File: config.mk
export PLATFORM = sky130hd
export DESIGN_NAME = audio_container_sniffer_core
export DESIGN_NICKNAME = d
export VERILOG_FILES = /design/src/rtl/acs_pkg.sv /design/src/rtl/audio_container_sniffer_core.sv /design/src/rtl/acs_input_stage.sv /design/src/rtl/acs_parser.sv /design/src/rtl/acs_output_stage.sv
export SDC_FILE = /design/constraint.sdc
export NUM_CORES = 1
export LEC_CHECK = 0
export ABC_CLOCK_PERIOD_IN_PS = 6600
export BUFFER_PORTS_ARGS = -buffer_cell sky130_fd_sc_hd__buf_2
export CORE_UTILIZATION = 57
export DETAILED_ROUTE_END_ITERATION = 8
export PLACE_DENSITY = 0.76
export SYNTH_ARGS = -nofsm -noshare
export SYNTH_HDL_FRONTEND = slang
export SYNTH_SLANG_ARGS = --single-unit
File: constraint.sdc
create_clock -name clock -period 6.6 [get_ports clock]
set_input_delay 1.32 -clock clock [delete_from_list [all_inputs] [get_ports clock]]
set_output_delay 1.32 -clock clock [all_outputs]
set_load 0.1 [all_outputs]
File: src/rtl/acs_pkg.sv
// ----------------------------------------------------------------------------
// acs_pkg
// Shared types, constants and helper functions of the audio container sniffer.
// ----------------------------------------------------------------------------
`default_nettype none

package acs_pkg;

   localparam int unsigned POSITION_BITS_DEFAULT = 32;
   localparam logic [31:0] SCAN_LIMIT_RESET      = 32'd1048576;
   localparam logic [31:0] FMT_ID                = 32'h666d_7420;
   localparam logic [7:0]  MP3_FORMAT_TAG        = 8'h55;
   localparam logic [4:0]  FMT_MIN_SIZE          = 5'd16;

   typedef enum logic [2:0] {
      ST_WAV_OK      = 3'd0,
      ST_MP3         = 3'd1,
      ST_TRUNCATED   = 3'd2,
      ST_FMT_SMALL   = 3'd3,
      ST_FMT_MISSING = 3'd4,
      ST_UNSUPPORTED = 3'd5
   } acs_status_type;

   typedef enum logic [2:0] {
      PH_HEADER    = 3'd0,
      PH_NOT_WAV   = 3'd1,
      PH_CHUNK_HDR = 3'd2,
      PH_BODY      = 3'd3,
      PH_DONE      = 3'd4
   } acs_phase_type;

   typedef struct packed {
      logic [7:0] data_byte;
      logic       last;
   } acs_req_type;

   typedef struct packed {
      acs_status_type status;
      logic [15:0]    format_tag;
      logic [15:0]    channel_count;
      logic [15:0]    bits_per_sample;
      logic [31:0]    samples_per_sec;
   } acs_rsp_type;

   function automatic logic [7:0] riff_char(input logic [1:0] idx);
      logic [7:0] c;
      case (idx)
         2'd0:    c = 8'h52;
         2'd1:    c = 8'h49;
         default: c = 8'h46;
      endcase
      return c;
   endfunction

   function automatic logic [7:0] wave_char(input logic [1:0] idx);
      logic [7:0] c;
      case (idx)
         2'd0:    c = 8'h57;
         2'd1:    c = 8'h41;
         2'd2:    c = 8'h56;
         default: c = 8'h45;
      endcase
      return c;
   endfunction

   function automatic logic frame_ok(input logic [7:0] first,
                                     input logic [7:0] second,
                                     input logic [7:0] third);
      logic sync;
      logic fields;
      sync   = (first == 8'hff) && (second[7:5] == 3'b111);
      fields = (second[4:3] != 2'd1) && (second[2:1] != 2'd0) &&
               (third[7:4] != 4'd0) && (third[7:4] != 4'd15) && (third[3:2] != 2'd3);
      return sync && fields;
   endfunction

endpackage

`default_nettype wire

File: src/rtl/audio_container_sniffer_core.sv
// ----------------------------------------------------------------------------
// audio_container_sniffer_core
// Classifies a byte stream as RIFF/WAVE (with fmt fields) or MPEG audio.
// ----------------------------------------------------------------------------
// One file byte is taken per clock cycle with no gaps required. Each byte is
// registered, processed by the parser from the input register, and the
// verdict for the byte flagged last is registered in the result register,
// which drives rsp_*. The only stall is a last byte waiting in the input
// register while a previous verdict still sits untaken in the result
// register. After a verdict the parser is back at its reset state; the next
// byte opens a new file. csr_wr_data sets the scan limit (reset 1048576): an
// MPEG frame header counts only if it starts before byte scan_limit - 3.
`default_nettype none

module audio_container_sniffer_core #(
   parameter int unsigned POSITION_BITS = acs_pkg::POSITION_BITS_DEFAULT
) (
   input  wire logic                 clock,
   input  wire logic                 reset,
   input  wire logic                 req_valid,
   output logic                      req_ready,
   input  wire acs_pkg::acs_req_type req_data,
   output logic                      rsp_valid,
   input  wire logic                 rsp_ready,
   output acs_pkg::acs_rsp_type      rsp_data,
   input  wire logic                 csr_wr_en,
   input  wire logic [31:0]          csr_wr_data
);

   logic [31:0]          scan_limit_ff;
   logic                 stage_valid;
   acs_pkg::acs_req_type stage_item;
   logic                 slot_free;
   logic                 advance;
   logic                 result_valid;
   acs_pkg::acs_rsp_type result;

   always_ff @(posedge clock) begin
      if (reset) begin
         scan_limit_ff <= acs_pkg::SCAN_LIMIT_RESET;
      end else if (csr_wr_en) begin
         scan_limit_ff <= csr_wr_data;
      end
   end

   assign advance = stage_valid && (!stage_item.last || slot_free);

   acs_input_stage u_input (
      .clock       (clock),
      .reset       (reset),
      .req_valid   (req_valid),
      .req_ready   (req_ready),
      .req_data    (req_data),
      .advance     (advance),
      .stage_valid (stage_valid),
      .stage_item  (stage_item)
   );

   acs_parser #(
      .POSITION_BITS (POSITION_BITS)
   ) u_parser (
      .clock        (clock),
      .reset        (reset),
      .step         (advance),
      .item         (stage_item),
      .scan_limit   (scan_limit_ff),
      .result_valid (result_valid),
      .result       (result)
   );

   acs_output_stage u_output (
      .clock     (clock),
      .reset     (reset),
      .load      (result_valid),
      .load_data (result),
      .slot_free (slot_free),
      .rsp_valid (rsp_valid),
      .rsp_ready (rsp_ready),
      .rsp_data  (rsp_data)
   );

endmodule

`default_nettype wire

File: src/rtl/acs_input_stage.sv
// ----------------------------------------------------------------------------
// acs_input_stage
// Input register: holds one byte transaction until the parser consumes it.
// ----------------------------------------------------------------------------
`default_nettype none

module acs_input_stage (
   input  wire logic                 clock,
   input  wire logic                 reset,
   input  wire logic                 req_valid,
   output logic                      req_ready,
   input  wire acs_pkg::acs_req_type req_data,
   input  wire logic                 advance,
   output logic                      stage_valid,
   output acs_pkg::acs_req_type      stage_item
);

   logic                 valid_ff;
   logic                 valid_in;
   acs_pkg::acs_req_type item_ff;

   assign req_ready   = !valid_ff || advance;
   assign valid_in    = req_ready ? req_valid : valid_ff;
   assign stage_valid = valid_ff;
   assign stage_item  = item_ff;

   always_ff @(posedge clock) begin
      if (reset) begin
         valid_ff <= 1'b0;
      end else begin
         valid_ff <= valid_in;
      end
   end

   always_ff @(posedge clock) begin
      if (req_valid && req_ready) begin
         item_ff <= req_data;
      end
   end

endmodule

`default_nettype wire

File: src/rtl/acs_parser.sv
// ----------------------------------------------------------------------------
// acs_parser
// Per-byte file state: RIFF/WAVE chunk walker, fmt capture, MPEG sync search
// and the verdict on the last byte.
// ----------------------------------------------------------------------------
`default_nettype none

module acs_parser #(
   parameter int unsigned POSITION_BITS = acs_pkg::POSITION_BITS_DEFAULT
) (
   input  wire logic                 clock,
   input  wire logic                 reset,
   input  wire logic                 step,
   input  wire acs_pkg::acs_req_type item,
   input  wire logic [31:0]          scan_limit,
   output logic                      result_valid,
   output acs_pkg::acs_rsp_type      result
);

   localparam int unsigned CMP_BITS = (POSITION_BITS > 32) ? POSITION_BITS : 32;

   acs_pkg::acs_phase_type   phase_ff, phase_in;
   logic [23:0]              recent_ff, recent_in;
   logic [POSITION_BITS-1:0] pos_ff, pos_in;
   logic                     frame_seen_ff, frame_seen_in;
   logic [63:0]              hdr_ff, hdr_in;
   logic [32:0]              skip_ff, skip_in;
   logic                     small_ff, small_in;
   logic [4:0]               body_off_ff, body_off_in;
   logic [15:0]              tag_ff, tag_in;
   logic [15:0]              ch_ff, ch_in;
   logic [31:0]              rate_ff, rate_in;
   logic [15:0]              bits_ff, bits_in;

   logic [7:0]               b;
   logic [31:0]              size_cur;
   logic [31:0]              size_new;
   logic                     fmt_cur;
   logic                     fmt_new;
   logic                     pad_cur;
   logic                     in_window;
   logic                     clear;

   assign b        = item.data_byte;
   assign size_cur = {hdr_ff[7:0], hdr_ff[15:8], hdr_ff[23:16], hdr_ff[31:24]};
   assign fmt_cur  = (hdr_ff[63:32] == acs_pkg::FMT_ID);
   assign pad_cur  = size_cur[0];
   assign size_new = {hdr_in[7:0], hdr_in[15:8], hdr_in[23:16], hdr_in[31:24]};
   assign fmt_new  = (hdr_in[63:32] == acs_pkg::FMT_ID);

   assign in_window = (pos_ff > POSITION_BITS'(2)) &&
                      (CMP_BITS'(pos_ff) < CMP_BITS'(scan_limit));
   assign frame_seen_in = frame_seen_ff ||
                          (in_window && acs_pkg::frame_ok(recent_ff[23:16], recent_ff[15:8],
                                                          recent_ff[7:0]));
   assign recent_in = {recent_ff[15:0], b};
   assign pos_in    = (&pos_ff) ? pos_ff : pos_ff + POSITION_BITS'(1);

   always_comb begin
      phase_in    = phase_ff;
      hdr_in      = hdr_ff;
      skip_in     = skip_ff;
      small_in    = small_ff;
      body_off_in = body_off_ff;
      tag_in      = tag_ff;
      ch_in       = ch_ff;
      rate_in     = rate_ff;
      bits_in     = bits_ff;
      case (phase_ff)
         acs_pkg::PH_HEADER: begin
            if ((pos_ff < POSITION_BITS'(4)) && (b != acs_pkg::riff_char(pos_ff[1:0]))) begin
               phase_in = acs_pkg::PH_NOT_WAV;
            end else if ((pos_ff >= POSITION_BITS'(8)) && (pos_ff < POSITION_BITS'(12)) &&
                         (b != acs_pkg::wave_char(pos_ff[1:0]))) begin
               phase_in = acs_pkg::PH_NOT_WAV;
            end else if (pos_ff == POSITION_BITS'(11)) begin
               phase_in = acs_pkg::PH_CHUNK_HDR;
               hdr_in   = '0;
               skip_in  = '0;
            end
         end
         acs_pkg::PH_CHUNK_HDR: begin
            hdr_in = {hdr_ff[55:0], b};
            if (skip_ff < 33'd7) begin
               skip_in = skip_ff + 33'd1;
            end else if (size_new == 32'd0) begin
               if (fmt_new) begin
                  phase_in = acs_pkg::PH_DONE;
                  small_in = 1'b1;
               end
               skip_in = '0;
            end else begin
               skip_in     = {1'b0, size_new} + 33'(size_new[0]);
               body_off_in = '0;
               phase_in    = acs_pkg::PH_BODY;
            end
         end
         acs_pkg::PH_BODY: begin
            if (fmt_cur) begin
               case (body_off_ff)
                  5'd0:    tag_in[7:0]    = tag_ff[7:0]    | b;
                  5'd1:    tag_in[15:8]   = tag_ff[15:8]   | b;
                  5'd2:    ch_in[7:0]     = ch_ff[7:0]     | b;
                  5'd3:    ch_in[15:8]    = ch_ff[15:8]    | b;
                  5'd4:    rate_in[7:0]   = rate_ff[7:0]   | b;
                  5'd5:    rate_in[15:8]  = rate_ff[15:8]  | b;
                  5'd6:    rate_in[23:16] = rate_ff[23:16] | b;
                  5'd7:    rate_in[31:24] = rate_ff[31:24] | b;
                  5'd14:   bits_in[7:0]   = bits_ff[7:0]   | b;
                  5'd15:   bits_in[15:8]  = bits_ff[15:8]  | b;
                  default: ;
               endcase
            end
            if (body_off_ff != acs_pkg::FMT_MIN_SIZE) begin
               body_off_in = body_off_ff + 5'd1;
            end
            skip_in = skip_ff - 33'd1;
            if (fmt_cur && (skip_ff == (33'(pad_cur) + 33'd1))) begin
               phase_in = acs_pkg::PH_DONE;
               small_in = (size_cur < 32'(acs_pkg::FMT_MIN_SIZE));
            end else if (skip_ff == 33'd1) begin
               phase_in = acs_pkg::PH_CHUNK_HDR;
               hdr_in   = '0;
            end
         end
         default: ;
      endcase
   end

   always_comb begin
      result = '0;
      case (phase_in)
         acs_pkg::PH_DONE: begin
            if (small_in) begin
               result.status = acs_pkg::ST_FMT_SMALL;
            end else begin
               result.status          = acs_pkg::ST_WAV_OK;
               result.format_tag      = tag_in;
               result.channel_count   = ch_in;
               result.bits_per_sample = bits_in;
               result.samples_per_sec = rate_in;
            end
         end
         acs_pkg::PH_BODY: begin
            result.status = (skip_in > 33'(size_new[0])) ? acs_pkg::ST_TRUNCATED :
                                                           acs_pkg::ST_FMT_MISSING;
         end
         acs_pkg::PH_CHUNK_HDR: begin
            result.status = acs_pkg::ST_FMT_MISSING;
         end
         default: begin
            if (frame_seen_in) begin
               result.status     = acs_pkg::ST_MP3;
               result.format_tag = 16'(acs_pkg::MP3_FORMAT_TAG);
            end else begin
               result.status = acs_pkg::ST_UNSUPPORTED;
            end
         end
      endcase
   end

   assign result_valid = step && item.last;
   assign clear        = reset || result_valid;

   always_ff @(posedge clock) begin
      if (clear) begin
         phase_ff      <= acs_pkg::PH_HEADER;
         recent_ff     <= '0;
         pos_ff        <= '0;
         frame_seen_ff <= 1'b0;
         hdr_ff        <= '0;
         skip_ff       <= '0;
         small_ff      <= 1'b0;
         body_off_ff   <= '0;
         tag_ff        <= '0;
         ch_ff         <= '0;
         rate_ff       <= '0;
         bits_ff       <= '0;
      end else if (step) begin
         phase_ff      <= phase_in;
         recent_ff     <= recent_in;
         pos_ff        <= pos_in;
         frame_seen_ff <= frame_seen_in;
         hdr_ff        <= hdr_in;
         skip_ff       <= skip_in;
         small_ff      <= small_in;
         body_off_ff   <= body_off_in;
         tag_ff        <= tag_in;
         ch_ff         <= ch_in;
         rate_ff       <= rate_in;
         bits_ff       <= bits_in;
      end
   end

endmodule

`default_nettype wire

File: src/rtl/acs_output_stage.sv
// ----------------------------------------------------------------------------
// acs_output_stage
// Result register: holds one verdict transaction until it is taken.
// ----------------------------------------------------------------------------
`default_nettype none

module acs_output_stage (
   input  wire logic                 clock,
   input  wire logic                 reset,
   input  wire logic                 load,
   input  wire acs_pkg::acs_rsp_type load_data,
   output logic                      slot_free,
   output logic                      rsp_valid,
   input  wire logic                 rsp_ready,
   output acs_pkg::acs_rsp_type      rsp_data
);

   logic                 valid_ff;
   logic                 valid_in;
   acs_pkg::acs_rsp_type data_ff;

   assign slot_free = !valid_ff || rsp_ready;
   assign valid_in  = load || (valid_ff && !rsp_ready);
   assign rsp_valid = valid_ff;
   assign rsp_data  = data_ff;

   always_ff @(posedge clock) begin
      if (reset) begin
         valid_ff <= 1'b0;
      end else begin
         valid_ff <= valid_in;
      end
   end

   always_ff @(posedge clock) begin
      if (load) begin
         data_ff <= load_data;
      end
   end

endmodule

`default_nettype wire

==> results of run 1 <==
## routing by layer
layer / up-vias / share of wire, %
met5: - / 0
met4: 0 / 3.4
met3: 100 / 7.6
met2: 682 / 46
met1: 7497 / 43
li1: 7706 / -
## worst min path at each step
stage	endpoint	slack, ns	cells past startpoint
5_1_grt	u_parser.recent_ff[16]	0.48	2
3_3_place_gp	u_parser.recent_ff[8]	0.44	2
3_5_place_dp	u_parser.recent_ff[21]	0.45	2
6_report	u_parser.recent_ff[8]	0.45	2
4_1_cts	u_parser.recent_ff[21]	0.45	2
2_1_floorplan	u_parser.recent_ff[16]	0.43	2
## sequential cells by signal, indices dropped and copies added, names as in the netlist
signal                  count
scan_limit_ff              32
u_input.stage_item          9
u_input.stage_valid         1
u_output.rsp_data          83
u_output.rsp_valid          1
u_parser.bits_ff           16
u_parser.body_off_ff        5
u_parser.ch_ff             16
u_parser.frame_seen_ff      1
u_parser.hdr_ff            64
u_parser.phase_ff           3
u_parser.pos_ff            32
u_parser.rate_ff           32
u_parser.recent_ff         24
u_parser.skip_ff           33
u_parser.small_ff           1
u_parser.tag_ff            16
## cell type report
type	count	area share (%)
Clock buffer	55	5.45
Clock inverter	14	0.458
Inverter	51	0.961
Multi-Input combinational cell	1557	44.8
Sequential cell	369	41.7
Tap cell	396	2.49
Timing Repair Buffer	152	4.16
## power by group through the flow
stage / combinational [W] / sequential, W / clock, W
after global placement: 0.000348 / 0.00246 / 0
after floorplan: 0.000250 / 0.00246 / 0
after CTS: 0.000355 / 0.00241 / 0.00205
final: 0.000359 / 0.00241 / 0.00202
after detailed placement: 0.000353 / 0.00246 / 0
after global routing: 0.000395 / 0.00242 / 0.00215
## worst reg2reg max path: stages, from the launching register on
cell and delay [ns]:
dfxtp_1 0.52, inv_1 0.12, ha_1 0.24, xnor2_1 0.14, or4_1 0.51, nor4_2 0.37, o21a_1 0.29, nand2b_2 0.26
a22oi_1 0.33, ha_1 0.21, o21ai_0 0.14, o211a_1 0.31, buf_4 0.24, nand2b_1 0.11, mux2i_1 0.09, a311oi_1 0.45
nand4_1 0.20, nor4_1 0.39, a41oi_1 0.23, o21bai_1 0.20
## through the flow
step | setup slack (ns) | total power, W | area [µm²] | hold WS [ns]
6_report | 0.999 | 0.00479 | 19900 | 0.453
2_1_floorplan | 1.49 | 0.00271 | 18000 | 0.432
3_3_place_gp | 1.22 | 0.00280 | 18800 | 0.441
4_1_cts | 1.02 | 0.00481 | 19900 | 0.455
5_1_grt | 0.607 | 0.00496 | 19900 | 0.479
3_5_place_dp | 1.03 | 0.00281 | 18800 | 0.447
## synthesized netlist by cell type (10+ instances only)
master / number / area, µm²
a211oi_1: 40 / 300
a21o_1: 19 / 143
a21oi_1: 273 / 1370
a22o_1: 11 / 96.3
a22oi_1: 54 / 405
a31oi_1: 15 / 93.8
and2_1: 28 / 175
and3_1: 21 / 131
buf_2: 17 / 85.1
clkbuf_1: 116 / 435
dfxtp_1: 277 / 5550
edfxtp_1: 92 / 2760
ha_1: 48 / 601
inv_1: 51 / 191
mux2i_1: 35 / 350
nand2_1: 155 / 582
nand2b_1: 13 / 81.3
nand3_1: 45 / 225
nand4_1: 36 / 225
nor2_1: 375 / 1410
nor3_1: 54 / 270
nor4_1: 34 / 213
o21ai_0: 81 / 405
o21ai_1: 10 / 50.1
o31ai_1: 11 / 82.6
or3_1: 16 / 100
or4_1: 10 / 75.1
xnor2_1: 21 / 184
xor2_1: 26 / 228
## kinds of logic after synthesis
kind of cell / count (synthesis) / share of synthesized area (%)
adders and majority gates: 48 / 3.34
buffers and inverters: 198 / 4.39
muxes: 35 / 1.95
xor gates and xnor gates: 47 / 2.29
DFF: 369 / 46.1
and+or+nand+nor: 843 / 22.1
AOI/OAI and AO/OA: 584 / 19.8
## cell usage in the layout, fill, tap and decap left out, drive strengths merged, types with 8 or more instances in the layout
| master | synthesis | routed |
|---|---|---|
| a31oi | 15 | 15 |
| clkbuf | 119 | 55 |
| nand4 | 36 | 36 |
| edfxtp | 92 | 92 |
| xor2 | 26 | 26 |
| a22oi | 55 | 55 |
| or3 | 16 | 16 |
| a21o | 19 | 19 |
| nor4 | 38 | 38 |
| a22o | 11 | 11 |
| nor3 | 54 | 54 |
| xnor2 | 21 | 21 |
| o21ai | 92 | 92 |
| nand2 | 155 | 155 |
| mux2i | 35 | 35 |
| nand2b | 14 | 14 |
| a211oi | 40 | 40 |
| and2 | 29 | 29 |
| or4 | 12 | 12 |
| buf | 28 | 152 |
| dfxtp | 277 | 277 |
| nand3 | 47 | 47 |
| clkinv | 0 | 12 |
| a21oi | 273 | 273 |
| o31ai | 11 | 11 |
| and3 | 21 | 21 |
| nor2b | 8 | 8 |
| ha | 48 | 48 |
| inv | 51 | 51 |
| nor2 | 375 | 375 |
==> out/qor.txt, run 1 <==
Skew-Pair Late Insertion Delay: 0.54 ns
Net Sw Frac: 24.3%
Nets@finish: 2263
RSZ-0062 raised after global routing: false
Placer Congestion: 0.987
Async SR Flop Fraction: 0%
PortBufs: 130
Max Cap Viol: 0
Register area: 0.00831 mm²
Largest net degree at the start of global routing: 123
Cell depth of the worst setup path: 19
Cells after DPL: 2525
Library cells used by synthesis: 77
Area grow syn2layout: 10.7%
Synthesized netlist cell count: 2124
Clock sink total: 369
Final setup vio count: 0
Syn Area/Cell: 8.48 µm²
Final max-slew violation count: 0
Final cell count without fillers: 2594
Die X: 180 µm
Initial antenna violation count: 0
Cts hold-fix bufs: 0
Core Box Area: 0.0308 mm²
Resize count post-CTS: 0
Number of remaining DRC errors: 22
Pwr Density: 240 mW/mm²
FMAX: 179 MHz
Reg power frac: 50.3%
R2R depth: 19
Layout cells sized above 1: 10.7%
Hold crit path type: flop to flop
Grt met2 use: 47.8%
M1 GR Usage: 41.9%
Combinational power share: 7.5%
Hold Violations, Final: 0
Util after Layout: 64.6%
CTS tree: built
Post-CTS Setup Repair Bufs: 0
Max Buffers Root-to-Sink: 3
Critical path origin: u_parser.pos_ff[0]
Dpl hpwl: 34400 µm
Clock Power Share: 42.2%
Clock skew: 0.0239 ns
Setup_tns: 0 ns
Wirelength per Cell: 18.9 µm
Worst path max stage delay: 0.52 ns
Crit path required time: 6.88 ns
H-tree Lvls: 2
Grt met3 use: 3.79%
DIE HEIGHT: 180 µm
Pre-Repair DR Iteration Count: 8
Antenna cells: 0
#FFs+latches synth: 369
Num CTS Buffers: 38
CP Cell Sequence: inv_1 -> ha_1 -> xnor2_1 -> or4_1 -> nor4_2 -> o21a_1 -> nand2b_2 -> a22oi_1 -> ha_1 -> o21ai_0 -> o211a_1 -> buf_4 -> nand2b_1 -> mux2i_1 -> a311oi_1 -> nand4_1 -> nor4_1 -> a41oi_1 -> o21bai_1
GRT Util Overall: 30.0%
Crit share post-route: 84.9%
Drt total wl: 49100 µm
ANT nets after route: 0
Crit Path Max Fanout: 29
First-pass GRT wire length: 79300 µm
Clk slew on worst S/H paths: 0.06 ns
Post-synth EDFFs: 92
Status: finished with violations
Most used cell, CP: ha_1
Post-layout min period: 5.60 ns
Syn nets: 2218
Via Count: 16000
CP Capture Point: u_output.rsp_data[81]
WP buf/inv: 2
VDD IR max: 0.176 mV
CP Launch Type: flop
Initial Util: 58.4%
Least-Margin Pin Slew: 1.17 ns
Max_slew headroom: 21.8%
Mapped Area: 0.0180 mm²
Vias/cell: 6.16
Int Power: 0.00362 W
Main synth FF type: dfxtp_1
Clock root buffer: clkbuf_16
Top-Level Pins: 131
WS Path Type: flop to flop
Leak pwr: 7.41 nW
Fill count: 2633
Layer with the highest usage: met2
Reg2reg end: u_output.rsp_data[81]
Vias in the first global route: 14700
Multi-input logic area: 0.00893 mm²
Total gr overflow: 0
R2R Path Start: u_parser.pos_ff[0]
Slack of the worst reg-to-reg path: 1.0 ns
CP endpoint kind: flop
NetSw: 0.00116 W
Failing checks: design-rule violations
Synth Warn #: 0
CP top delay family: compound AO/OA/AOI/OAI gates
Slowest cell on crit path: dfxtp_1
Site row count: 64
Sequential-to-total area share from yosys stat: 46.1%
Beginning of the worst hold path: u_parser.recent_ff[0]
Die ar.: 0.0323 mm²
WP data arrival: 5.88 ns
1st-iter DRT viols: 1793
Power figures use the tool's default switching activity.
==> run 2, diff against run 1 <==
--- a/config.mk
+++ b/config.mk
@@ -5,7 +5,7 @@
 export SDC_FILE = /design/constraint.sdc
 export NUM_CORES = 1
 export LEC_CHECK = 0
-export ABC_CLOCK_PERIOD_IN_PS = 6600
+export ABC_CLOCK_PERIOD_IN_PS = 5800
 export BUFFER_PORTS_ARGS = -buffer_cell sky130_fd_sc_hd__buf_2
 export CORE_UTILIZATION = 57
 export DETAILED_ROUTE_END_ITERATION = 8
==> constraint.sdc (replaced) <==
create_clock -name clock -period 5.8 [get_ports clock]
set_input_delay 1.16 -clock clock [delete_from_list [all_inputs] [get_ports clock]]
set_output_delay 1.16 -clock clock [all_outputs]
set_load 0.1 [all_outputs]
==> run 2 against run 1 <==
  * The run still ends with design-rule violations left
  * Critical path type unchanged
  * Clock-buffer cell count unchanged
  * First-iteration DRC count decreased by 5.3%
  * Critical path depth unchanged
==> out/qor.txt, run 2 (synthesis gave the netlist of run 1 again) <==
Die ar.: 0.0323 mm² (unchanged)
Vias in the first global route: 14700 (about the same)
Cells after DPL: 2538 (was 2525)
Least-Margin Pin Slew: 1.05 ns (was 1.17 ns)
Crit Path Max Fanout: 15 (was 29)
Skew-Pair Late Insertion Delay: 0.54 ns (about the same)
RSZ-0062 raised after global routing: false (unchanged)
WS Path Type: flop to flop (unchanged)
Crit path required time: 6.09 ns (was 6.88 ns)
WP data arrival: 5.77 ns (was 5.88 ns)
Antenna cells: 0 (unchanged)
Number of remaining DRC errors: 22 (unchanged)
Initial Util: 58.4% (unchanged)
Die X: 180 µm (unchanged)
1st-iter DRT viols: 1698 (was 1793)
First-pass GRT wire length: 79200 µm (was 79300 µm)
Clk slew on worst S/H paths: 0.06 ns (about the same)
Drt total wl: 49300 µm (was 49100 µm)
Placer Congestion: 0.955 (was 0.987)
Core Box Area: 0.0308 mm² (unchanged)
DIE HEIGHT: 180 µm (unchanged)
Layout cells sized above 1: 11.6% (was 10.7%)
Largest net degree at the start of global routing: 101 (was 123)
Max Cap Viol: 0 (unchanged)
Area grow syn2layout: 12.0% (was 10.7%)
Vias/cell: 6.14 (was 6.16)
Final setup vio count: 0 (unchanged)
CP Launch Type: flop (unchanged)
Final cell count without fillers: 2609 (was 2594)
FMAX: 182 MHz (was 179 MHz)
Crit share post-route: 94.6% (was 84.9%)
Num CTS Buffers: 39 (was 38)
Top-Level Pins: 131 (unchanged)
Total gr overflow: 0 (unchanged)
Max_slew headroom: 29.8% (was 21.8%)
Clock sink total: 369 (unchanged)
Commonest non-fill, non-tap cell in the layout: nor2_1 (unchanged)
Clock root buffer: clkbuf_16 (unchanged)
Wirelength per Cell: 18.9 µm (about the same)
Nets@finish: 2277 (was 2263)
Dpl hpwl: 34400 µm (about the same)
Initial antenna violation count: 0 (unchanged)
WHS: 0.451 ns (was 0.453 ns)
Min setup slack post-route: 0.315 ns (was 0.999 ns)
CTS tree: built (unchanged)
CP endpoint kind: flop (unchanged)
GRT Util Overall: 30.1% (was 30.0%)
PortBufs: 130 (unchanged)
ANT nets after route: 0 (unchanged)
Leak pwr: 7.52 nW (was 7.41 nW)
Post-layout min period: 5.48 ns (was 5.60 ns)
Pre-Repair DR Iteration Count: 8 (unchanged)
Via Count: 16000 (about the same)
Hold Violations, Final: 0 (unchanged)
Failing checks: design-rule violations (unchanged)
Hold crit path type: flop to flop (unchanged)
Status: finished with violations (unchanged)
Max Buffers Root-to-Sink: 3 (unchanged)
Largest register FFs: 83 (unchanged)
H-tree Lvls: 2 (unchanged)
Site row count: 64 (unchanged)
Clock skew: 0.0184 ns (was 0.0239 ns)
Pwr Density: 280 mW/mm² (was 240 mW/mm²)
Final max-slew violation count: 0 (unchanged)
Most frequent cells in the layout: 373 x nor2_1, 277 x dfxtp_1, 273 x a21oi_1 (was 374 x nor2_1, 277 x dfxtp_1, 273 x a21oi_1)
Setup_tns: 0 ns (unchanged)
VDD IR max: 0.293 mV (was 0.176 mV)
Setup Slack @ Placement: 0.110 ns (was 1.03 ns)
Post-CTS Setup Repair Bufs: 0 (unchanged)
[run 2: cell types whose count changed in the layout (fill, tap and decap cells not counted), moves of 2 or more]
cell / change
buf_4: +12
clkinv_8: -2
inv_16: +2
bufinv_16: +3
clkinv_1: -3
[run 2: metrics by stage]
stage	power [W]	utilization (%)	instance area, µm²
floorplan	0.00308	-	18000
global placement	0.00319	61.2	18900
detailed placement	0.00320	61.2	18900
CTS	0.00567	65.3	20100
global route	0.00582	65.4	20200
finish	0.00565	65.4	20200
[run 2: routing by layer]
metal  up-vias  GRT usage (%)  wire, µm
li1       7739              -         -
met1      7513           41.2     21500
met2       665           48.3     22400
met3       107           4.76      3920
met4         0           10.6      1550
met5         -              0         0
[run 2: power by group]
group,switching [W],internal [W]
combinational,0.000280,0.000140
clock,0.00104,0.00144
sequential,0.0000584,0.00268
[run 2: path summary, 6_finish.rpt]
kind              slack [ns]                    end             startpoint  cells past startpoint
hold reg to reg         0.45  u_parser.recent_ff[9]  u_parser.recent_ff[1]                      2
setup reg to reg        0.32  u_output.rsp_data[81]     u_parser.pos_ff[0]                     19
hold / removal          0.45  u_parser.recent_ff[9]  u_parser.recent_ff[1]                      2
setup / recovery        0.32  u_output.rsp_data[81]     u_parser.pos_ff[0]                     19
[run 2: what timing repair did]
item	CTS	global route
resized for setup	0	5
endpoints found under the setup margin	0	37
hold buffers	0	0
[run 2: final cells by class]
cell class	count	area [µm²]
clock inverter	16	191
fill	2594	10700
tap	396	495
sequential	369	8310
clock buffer	55	1080
inverter	51	191
timing repair buffer	165	938
multi-input combinational	1557	8960
[run 2: worst max-delay path, cell delays in order (launching register included)]
cell      delay (ns)
dfxtp_1         0.52
inv_1           0.12
ha_1            0.24
xnor2_1         0.15
or4_1           0.53
nor4_4          0.32
o21a_1          0.27
nand2b_2        0.24
a22oi_1         0.34
ha_1            0.22
o21ai_0         0.16
o211ai_1        0.45
a221oi_1        0.10
nand4_1         0.17
nand3_1         0.13
a211oi_1        0.30
nand4_1         0.20
nor4_2          0.34
a41oi_1         0.23
o21bai_1        0.20
